`src/rtl/core/crcs_pkg.sv`:
```
`default_nettype none
// ----------------------------------------------------------------------------
// crcs_pkg
// Shared constants, types and the bit-step helper for the CRC-32C checksum.
// ----------------------------------------------------------------------------
package crcs_pkg;

  // reflected castagnoli polynomial and start value
  localparam logic [31:0] CRC_POLY = 32'h82F6_3B78;
  localparam logic [31:0] CRC_INIT = 32'hFFFF_FFFF;

  // width of the byte count field
  localparam int unsigned CNT_W = 4;

  // control word that travels with a beat from the lane stage to the merge
  typedef struct packed {
    logic             valid;
    logic             first;
    logic             last;
    logic [CNT_W-1:0] count;
  } crcs_ctrl_t;

  // advance a reflected remainder by a number of zero input bits
  // (only evaluated on constants, to build the xor matrices)
  function automatic logic [31:0] crc_adv(input logic [31:0] s, input int unsigned steps);
    logic [31:0] r;
    r = s;
    for (int unsigned i = 0; i < steps; i++) begin
      r = r[0] ? ((r >> 1) ^ CRC_POLY) : (r >> 1);
    end
    return r;
  endfunction

endpackage
`default_nettype wire

```
`src/rtl/core/crc32c_stream_checksum_top.sv`:
```
`default_nettype none
// A chunk passes the lane registers, then the merge's result register,
// where a last chunk gives its checksum as out_valid. Throughput: one chunk
// of up to LANE_BYTES bytes per cycle unless stalled, set by the remainder
// update in the merge. Reset: empties the pipeline, remainder all ones.
// ----------------------------------------------------------------------------
// crc32c_stream_checksum_top
// CRC-32C over a byte stream taken in chunks, with one lane per byte.
// ----------------------------------------------------------------------------
module crc32c_stream_checksum_top
  import crcs_pkg::*;
#(
  parameter int unsigned LANE_BYTES = 8
) (
  input  wire logic        clk,
  input  wire logic        rst_n,
  input  wire logic        in_valid,
  output logic             in_stall,
  input  wire logic [63:0] in_chunk_bytes,
  input  wire logic [3:0]  in_byte_count,
  input  wire logic        in_first_chunk,
  input  wire logic        in_last_chunk,
  output logic             out_valid,
  input  wire logic        out_stall,
  output logic      [31:0] out_checksum
);

  logic                        en;
  logic [CNT_W-1:0]            count_sat;
  crcs_ctrl_t                  ctrl_r;
  crcs_ctrl_t                  ctrl_nxt;
  logic [LANE_BYTES-1:0][31:0] contrib;

  // pipeline moves unless a result beat is held back
  assign en       = !(out_valid && out_stall);
  assign in_stall = !en;

  // clamp the byte count to the lane count
  assign count_sat = (in_byte_count > CNT_W'(LANE_BYTES)) ? CNT_W'(LANE_BYTES)
                                                          : in_byte_count;

  always_comb begin
    ctrl_nxt.valid = in_valid;
    ctrl_nxt.first = in_first_chunk;
    ctrl_nxt.last  = in_last_chunk;
    ctrl_nxt.count = count_sat;
  end

  // lane stage control register
  always_ff @(posedge clk) begin
    if (!rst_n) begin
      ctrl_r <= '0;
    end else if (en) begin
      ctrl_r <= ctrl_nxt;
    end
  end

  // byte lanes
  for (genvar i = 0; i < LANE_BYTES; i++) begin : g_lane
    crcs_lane #(
      .LANE_IDX   (i),
      .LANE_BYTES (LANE_BYTES)
    ) u_lane (
      .clk       (clk),
      .en        (en),
      .lane_byte (in_chunk_bytes[8*i +: 8]),
      .count     (count_sat),
      .contrib_r (contrib[i])
    );
  end

  // merge and result register
  crcs_merge #(
    .LANE_BYTES (LANE_BYTES)
  ) u_merge (
    .clk            (clk),
    .rst_n          (rst_n),
    .en             (en),
    .ctrl           (ctrl_r),
    .contrib        (contrib),
    .out_valid_r    (out_valid),
    .out_checksum_r (out_checksum)
  );

endmodule
`default_nettype wire

```
`src/rtl/core/crcs_lane.sv`:
```
`default_nettype none
// ----------------------------------------------------------------------------
// crcs_lane
// One byte lane: folds its byte from a zero remainder and carries the result
// forward through the bytes that follow it in the same beat.
// ----------------------------------------------------------------------------
module crcs_lane
  import crcs_pkg::*;
#(
  parameter int unsigned LANE_IDX   = 0,
  parameter int unsigned LANE_BYTES = 8
) (
  input  wire logic             clk,
  input  wire logic             en,
  input  wire logic [7:0]       lane_byte,
  input  wire logic [CNT_W-1:0] count,
  output logic      [31:0]      contrib_r
);

  // column k,j: bit j of the byte, followed by k bytes worth of shifting
  logic [31:0] col [LANE_BYTES+1][8];
  logic [31:0] contrib_nxt;

  for (genvar k = 0; k <= LANE_BYTES; k++) begin : g_k
    for (genvar j = 0; j < 8; j++) begin : g_j
      assign col[k][j] = crc_adv(32'(1) << j, 8 * k);
    end
  end

  // select the matrix for the number of bytes from this lane to the end
  always_comb begin
    contrib_nxt = '0;
    for (int unsigned k = 1; k <= LANE_BYTES; k++) begin
      if (count == CNT_W'(LANE_IDX + k)) begin
        for (int unsigned j = 0; j < 8; j++) begin
          if (lane_byte[j]) begin
            contrib_nxt = contrib_nxt ^ col[k][j];
          end
        end
      end
    end
  end

  // lane output register
  always_ff @(posedge clk) begin
    if (en) begin
      contrib_r <= contrib_nxt;
    end
  end

endmodule
`default_nettype wire

```
`src/rtl/core/crcs_merge.sv`:
```
`default_nettype none
// ----------------------------------------------------------------------------
// crcs_merge
// Combines the lane contributions with the advanced running remainder and
// holds the result register.
// ----------------------------------------------------------------------------
module crcs_merge
  import crcs_pkg::*;
#(
  parameter int unsigned LANE_BYTES = 8
) (
  input  wire logic                        clk,
  input  wire logic                        rst_n,
  input  wire logic                        en,
  input  wire crcs_ctrl_t                  ctrl,
  input  wire logic [LANE_BYTES-1:0][31:0] contrib,
  output logic                             out_valid_r,
  output logic      [31:0]                 out_checksum_r
);

  logic [31:0] zcol [LANE_BYTES+1][32];
  logic [31:0] rem_r;
  logic [31:0] rem_nxt;
  logic [31:0] base;
  logic [31:0] adv;
  logic [31:0] data_term;
  logic [31:0] crc_new;

  // remainder matrices: n whole bytes of zero input
  for (genvar k = 0; k <= LANE_BYTES; k++) begin : g_k
    for (genvar j = 0; j < 32; j++) begin : g_j
      assign zcol[k][j] = crc_adv(32'(1) << j, 8 * k);
    end
  end

  // advance the remainder past the bytes of this beat
  always_comb begin
    base = ctrl.first ? CRC_INIT : rem_r;
    adv  = '0;
    for (int unsigned k = 0; k <= LANE_BYTES; k++) begin
      if (ctrl.count == CNT_W'(k)) begin
        for (int unsigned j = 0; j < 32; j++) begin
          if (base[j]) begin
            adv = adv ^ zcol[k][j];
          end
        end
      end
    end
  end

  // xor of the lane results
  always_comb begin
    data_term = '0;
    for (int unsigned i = 0; i < LANE_BYTES; i++) begin
      data_term = data_term ^ contrib[i];
    end
  end

  assign crc_new = adv ^ data_term;
  assign rem_nxt = ctrl.last ? CRC_INIT : crc_new;

  // remainder and result registers
  always_ff @(posedge clk) begin
    if (!rst_n) begin
      rem_r       <= CRC_INIT;
      out_valid_r <= 1'b0;
    end else if (en) begin
      out_valid_r <= ctrl.valid & ctrl.last;
      if (ctrl.valid) begin
        rem_r <= rem_nxt;
      end
    end
  end

  // result payload
  always_ff @(posedge clk) begin
    if (en && ctrl.valid && ctrl.last) begin
      out_checksum_r <= ~crc_new;
    end
  end

endmodule
`default_nettype wire
```
`config.mk`:
```
export PLATFORM = sky130hd
export DESIGN_NAME = crc32c_stream_checksum_top
export DESIGN_NICKNAME = d
export VERILOG_FILES = /design/src/rtl/core/crcs_pkg.sv /design/src/rtl/core/crc32c_stream_checksum_top.sv /design/src/rtl/core/crcs_lane.sv /design/src/rtl/core/crcs_merge.sv
export SDC_FILE = /design/constraint.sdc
export NUM_CORES = 2
export LEC_CHECK = 0
export BUFFER_PORTS_ARGS = -buffer_cell sky130_fd_sc_hd__buf_2
export CAP_MARGIN = 20
export CORE_MARGIN = 5
export CORE_UTILIZATION = 40
export DETAILED_ROUTE_END_ITERATION = 6
export SLEW_MARGIN = 20
export SYNTH_ARGS = -nofsm -noshare
export SYNTH_HDL_FRONTEND = slang
export SYNTH_SLANG_ARGS = --single-unit
```
`constraint.sdc`:
```
create_clock -name clk -period 12.5 [get_ports clk]
set_clock_uncertainty 0.1 [all_clocks]
set_input_delay 1.25 -clock clk [delete_from_list [all_inputs] [get_ports clk]]
set_output_delay 1.25 -clock clk [all_outputs]
set_load 0.02 [all_outputs]
```
# --- Word-level counts from Yosys, hierarchy flattened ---
# Index checks and enable logic that the tools add are counted.
word_totals:
  register_bits: 328
  in_bits: 74
  out_inout_bits: 34
  word_cells: 2450
classes:
  n_eq_ne: 23
  n_mux: 1603
  reduce_logical: 6
  n_lt_le_gt_ge: 1
  n_bitwise: 802
ops:
  columns: ["op", "n"]
  rows:
  - ["two-way mux 32 bit", 1180]
  - ["two-way mux 31 bit", 168]
  - ["NOT 17 bit", 257]
  - ["NOT 15 bit", 250]
  - ["two-way mux 30 bit", 101]
  - ["two-way mux 29 bit", 57]
  - ["NOT 19 bit", 74]
  - ["NOT 11 bit", 69]
  - ["two-way mux 28 bit", 21]
  - ["NOT 21 bit", 23]
  - ["NOT 13 bit", 27]
  - ["NOT 23 bit", 12]
  - ["XOR 32 bit", 8]
  - ["NOT 1 bit", 80]
  - ["two-way mux 16 bit", 3]
  - ["two-way mux 24 bit", 2]
  - ["two-way mux 23 bit", 2]
  - ["two-way mux 15 bit", 3]
  - ["two-way mux 22 bit", 2]
  - ["two-way mux 14 bit", 3]
  - ["two-way mux 21 bit", 2]
  - ["two-way mux 20 bit", 2]
  - ["two-way mux 13 bit", 3]
  - ["two-way mux 19 bit", 2]
  - ["other kinds (28)", 84]

# --- Longest topological paths before layout ---
logic_depth:
  depth_word: 866
  ltp_mapped: 12
  depth_no_buf: 9

# --- By module ---
# Synthesis repeated with hierarchy kept, for this count alone.
hier_totals:
  cells_unflattened: 6652
  area_unflattened_um2: 58467.3
modules_own_cells:
  columns: ["mod", "instances", "cells_each", "area_each_um2", "seq_area_each_um2"]
  rows:
  - ["crcs_merge", 1, 2357, 19496.2, 1621.6]
  - ["crcs_lane at g_lane[1].u_lane", 1, 550, 5276.3, 960.9]
  - ["crcs_lane at g_lane[2].u_lane", 1, 529, 4810.9, 960.9]
  - ["crcs_lane at g_lane[6].u_lane", 1, 536, 4797.1, 960.9]
  - ["crcs_lane at g_lane[3].u_lane", 1, 523, 4787.1, 960.9]
  - ["crcs_lane at g_lane[7].u_lane", 1, 517, 4767.1, 960.9]
  - ["crcs_lane at g_lane[0].u_lane", 1, 542, 4748.3, 960.9]
  - ["crcs_lane at g_lane[4].u_lane", 1, 548, 4744.6, 960.9]
  - ["crcs_lane at g_lane[5].u_lane", 1, 516, 4740.8, 960.9]
  - ["crc32c_stream_checksum_top", 1, 34, 299.0, 140.1]

# --- Worst setup path after synthesis ---
# Ideal clock, no wire load.
synth_timing:
  kind: "input port to output port"
  start: "input out_stall"
  end: "output in_stall"
  arrival_time_ns: 11.324
  path_slack_ns: -0.174
  cell_stages: 3
  required_ns: 11.150
  path_buffers: 1
  path_cell_list: "nand2_1 > clkbuf_1 > clkinv_1"
synth_via:
  elab_chain_len: 1
synth_rtl:
  columns: ["element", "line_no", "text"]
  rows:
  - ["start: declaration", "crc32c_stream_checksum_top.sv:24", "input wire logic out_stall,"]
  - ["logical AND 1 bit", "crc32c_stream_checksum_top.sv:35", "assign en = !(out_valid && out_stall);"]
  - ["end: declaration", "crc32c_stream_checksum_top.sv:18", "output logic in_stall,"]
# No other way between the ends.

# --- Worst setup path after layout ---
layout_timing:
  start: "input in_byte_count[3]"
  end: "register g_lane[4].u_lane.contrib_r[16] (data pin)"
layout_via:
  elab_chain_len: 142
  word_cells_on_any_way: 149
  classes_between: "order compare: 1; eq/ne: 8; mux: 114; bitwise: 26"
layout_rtl:
  columns: ["element", "line_no", "text"]
  rows:
  - ["start: declaration", "crc32c_stream_checksum_top.sv:20", "input wire logic [3:0] in_byte_count,"]
  - ["> comparator 4 bit", "crc32c_stream_checksum_top.sv:39", "assign count_sat = (in_byte_count > CNT_W'(LANE_BYTES)) ? CNT_W'(LANE_BYTES)"]
  - ["two-way mux 4 bit (*)", "crc32c_stream_checksum_top.sv:39", null]
  - ["== test 4 x 3 -> 1 bit", "crcs_lane.sv:34", "if (count == CNT_W'(LANE_IDX + k)) begin"]
  - ["two-way mux 32 bit", "crcs_lane.sv:34", null]
  - ["two-way mux 29 bit", "crcs_lane.sv:36", "if (lane_byte[j]) begin"]
  - ["two-way mux 32 bit", "crcs_lane.sv:34", null]
  - ["NOT 15 bit (no line)", null, null]
  - ["two-way mux 30 bit", "crcs_lane.sv:36", null]
  - ["[... 127 more ...]", null, null]
  - ["two-way mux 28 bit", "crcs_lane.sv:36", null]
  - ["two-way mux 32 bit", "crcs_lane.sv:34", null]
  - ["two-way mux 29 bit", "crcs_lane.sv:36", null]
  - ["two-way mux 32 bit", "crcs_lane.sv:34", null]
  - ["NOT 11 bit (no line)", null, null]
  - ["two-way mux 30 bit", "crcs_lane.sv:36", null]
  - ["two-way mux 32 bit (*)", "crcs_lane.sv:34", null]
  - ["via g_lane[4].u_lane.contrib_nxt[16]", "crcs_lane.sv:22", "logic [31:0] contrib_nxt;"]
  - ["end signal: assignment", "crcs_lane.sv:47", "contrib_r <= contrib_nxt;"]
  - ["end: declaration", "crcs_lane.sv:17", "output logic [31:0] contrib_r"]
# Mark *: on every way through the listed nets, which the timed path passes. The rest lies on a longest branch. The select of a mux whose other input is x is not followed.
# A chain may end at the register's enable or synchronous reset.

==> impl_metrics.py <==
metrics = {
    "die": {
        "ioPinCount": 108,
        "dieArea_um2": 121000,
        "start_util_pct": 40.4,
        "rows": 123,
        "core_um2": 113000,
        "fp.dieH_um": 348,
        "die_x_um": 348,
    },
    "timing": {
        "period_share_pct": 45.6,
        "rsz0062_at_grt": "false",
        "worst_pin_slew_ps": 1220,
        "whs_ps": 380,
        "maxSlewHeadroom_pct": 18.8,
        "final-hold-violation-count": 0,
        "max_freq_mhz": 176,
        "final.min_clock_period_ps": 5700,
        "tns_ps": 0,
        "finalSetupViolations": 0,
        "drv_slew": 0,
    },
    "placement": {
        "numPortBuffers": 107,
        "gp_congestion": 1.06,
        "dp_cells": 6284,
        "hpwl_um": 165000,
    },
    "setup_path": {
        "crit_path_max_incr_delay_ps": 830,
        "worst-r2r-cell-count": 10,
        "regToRegSetupSlack_ps": 7360,
        "cp_num_buf_inv": 5,
        "cp-start-kind": "primary input",
        "crit_cells": 10,
        "r2r-start": "u_merge.rem_r[12]",
        "end_kind": "flip-flop",
        "critical_path_required_ps": 12740,
        "r2r_end": "u_merge.out_checksum_r[27]",
        "cp_max_fo": 64,
        "crit_chain": "buf_4 -> buf_4 -> clkinv_2 -> nand2_1 -> nor2_1 -> buf_4 -> nand2_4 -> buf_4 -> o21ai_0 -> a221o_1",
        "path_delay_family": "buffers and inverters",
        "critPathSlowestCell": "clkinv_2",
        "critical_path.most_common_cell": "buf_4",
        "cp.arrival_ps": 5940,
        "criticalPathCategory": "primary input to flip-flop",
    },
    "worst_hold_path": {
        "min_path_type": "flip-flop to flip-flop",
        "worstHoldEndpoint": "ctrl_r[6]",
        "min_delay_path_depth": 2,
        "hold_start": "ctrl_r[6]",
    },
    "clock_network": {
        "cts_root_buf": "clkbuf_16",
        "htree_levels": 2,
        "path_clk_slew_ps": 60,
        "cts_tree": "done",
        "numCtsBuffers": 40,
        "clock_latency_ps": 590,
        "cts_resized": 0,
        "cts_max_path_buffers": 3,
        "clock-sinks": 328,
        "cts_setup_buffers": 0,
        "cts_hold_buf": 0,
    },
    "logic_synthesis": {
        "synth.distinct_cells": 78,
        "synth-warning-count": 0,
        "synth_edf_count": 288,
        "ys_seq_area_share_pct": 20.7,
        "postSynthCellCount": 4900,
        "syn_nets": 4974,
        "netlist_area_um2": 45600,
        "async_reset_ff_share_pct": 0,
        "avgSynthCellArea_um2": 9.30,
        "synth-seq-cells": 328,
        "synth_flop_cell": "edfxtp_1",
    },
    "global_routing": {
        "grt_pass1_wl_um": 313000,
        "grt_max_degree": 71,
        "grt_util_all_layers_pct": 36.4,
        "overflow": 0,
        "antenna_found_initial": 12,
        "grt_pass1_vias": 37400,
    },
    "cells_and_area": {
        "syn_to_final_growth_pct": 7.50,
        "final_nets": 4901,
        "final_common_cell": "xnor2_1",
        "final_cells": 6365,
        "drive_gt1_share_pct": 10.8,
        "fillers": 11100,
        "post-route-util_pct": 43.4,
        "final_cell_mix": "xnor2_1 (1,590), xor2_1 (589), nor2_1 (340), edfxtp_1 (288), nand2_1 (269)",
    },
    "detailed_routing": {
        "vias_per_cell": 6.27,
        "wl_per_cell_um": 36.1,
        "first_pass_iters": 6,
        "antenna_left": 0,
        "drtIter0Drc": 6456,
        "routed-via-count": 39900,
        "drc": 0,
        "wirelength_um": 230000,
    },
    "run": {
        "drv_cap": 0,
    },
    "run_status": {
        "outcome": "completed",
    },
}
-- worst max-delay path by stage --
stage / startpoint / endpoint
finish: in_byte_count[3] / g_lane[4].u_lane.contrib_r[16]
global route: in_byte_count[3] / g_lane[3].u_lane.contrib_r[0]
CTS: in_byte_count[3] / g_lane[4].u_lane.contrib_r[16]
detailed placement: in_byte_count[3] / g_lane[4].u_lane.contrib_r[16]
global placement: in_byte_count[3] / g_lane[3].u_lane.contrib_r[21]
floorplan: out_stall / in_stall
-- kinds of logic after synthesis --
logic type      share of synthesized area [%]
xor+xnor                                 53.8
compound gates                           13.6
simple gates                             7.10
buf+inv                                  4.43
flops                                    20.7
mux                                     0.357
-- registers in the layout (all words and copies together) (netlist names) --
signal                   count
u_merge.out_checksum_r      32
u_merge.out_valid_r          1
u_merge.rem_r               32
g_lane.u_lane.contrib_r    256
ctrl_r                       7
-- worst register-to-register path: stages, from the launching register on --
cell and delay [ps]:
dfxtp_2 850, buf_4 490, xnor2_4 120, buf_4 290, xnor2_2 740, xnor3_1 380, nand2_1 90, a21oi_1 490
o21ai_0 170, a211o_1 270, xnor2_1 810
-- per-stage QoR --
stage,setup slack (ps),instance area [um2]
after CTS,6930,48900
after detailed placement,6300,47700
final,6800,49000
after global placement,6390,47700
after floorplan,5010,45600
after global routing,6640,49000
-- per-layer routing --
| layer | GRT usage [%] | wire length (um) | part of all wire [%] |
|---|---|---|---|
| met1 | 46.3 | 84800 | 37 |
| met5 | 0 | 52 | 0.023 |
| met4 | 23.8 | 19900 | 8.6 |
| met2 | 55.8 | 99300 | 43 |
| met3 | 7.99 | 25800 | 11 |
-- Yosys cell counts (8+ instances only) --
cell type,count,area (um2)
or3_1,13,81.3
buf_1,68,255
o21ai_0,239,1200
nand2_1,275,1030
a21oi_1,136,681
nor3_1,28,140
mux2i_1,14,140
buf_2,44,220
nor2_2,8,50.1
o22ai_1,98,613
o211ai_1,60,450
xnor2_4,25,688
o2111ai_1,16,140
edfxtp_1,288,8650
inv_1,13,48.8
buf_4,49,368
a21boi_0,9,67.6
xnor2_2,44,716
a22oi_1,105,788
nor2_1,345,1290
o221ai_1,57,499
xor2_1,593,5190
dfxtp_1,40,801
xnor2_1,1604,14000
nand3_1,52,260
and2_1,19,119
xnor3_1,134,3020
a222oi_1,18,180
buf_6,22,248
xor3_1,26,618
a211oi_1,25,188
a221o_1,27,270
a221oi_1,64,561
clkbuf_1,222,833
-- final cells by class --
cell class                 instances  area, um2  area share [%]
clock inverter                    18        126           0.258
clock buffer                      52       1100            2.24
multi-input combinational       4149      34400            70.2
sequential                       328       9490            19.4
inverter                          16       61.3           0.125
timing repair buffer             292       1940            3.96
tap                             1500       1880            3.83
antenna                           10       25.0          0.0511
Power is not shown: default switching activity piles up to over one toggle a cycle in this logic, so the estimate is an artifact.
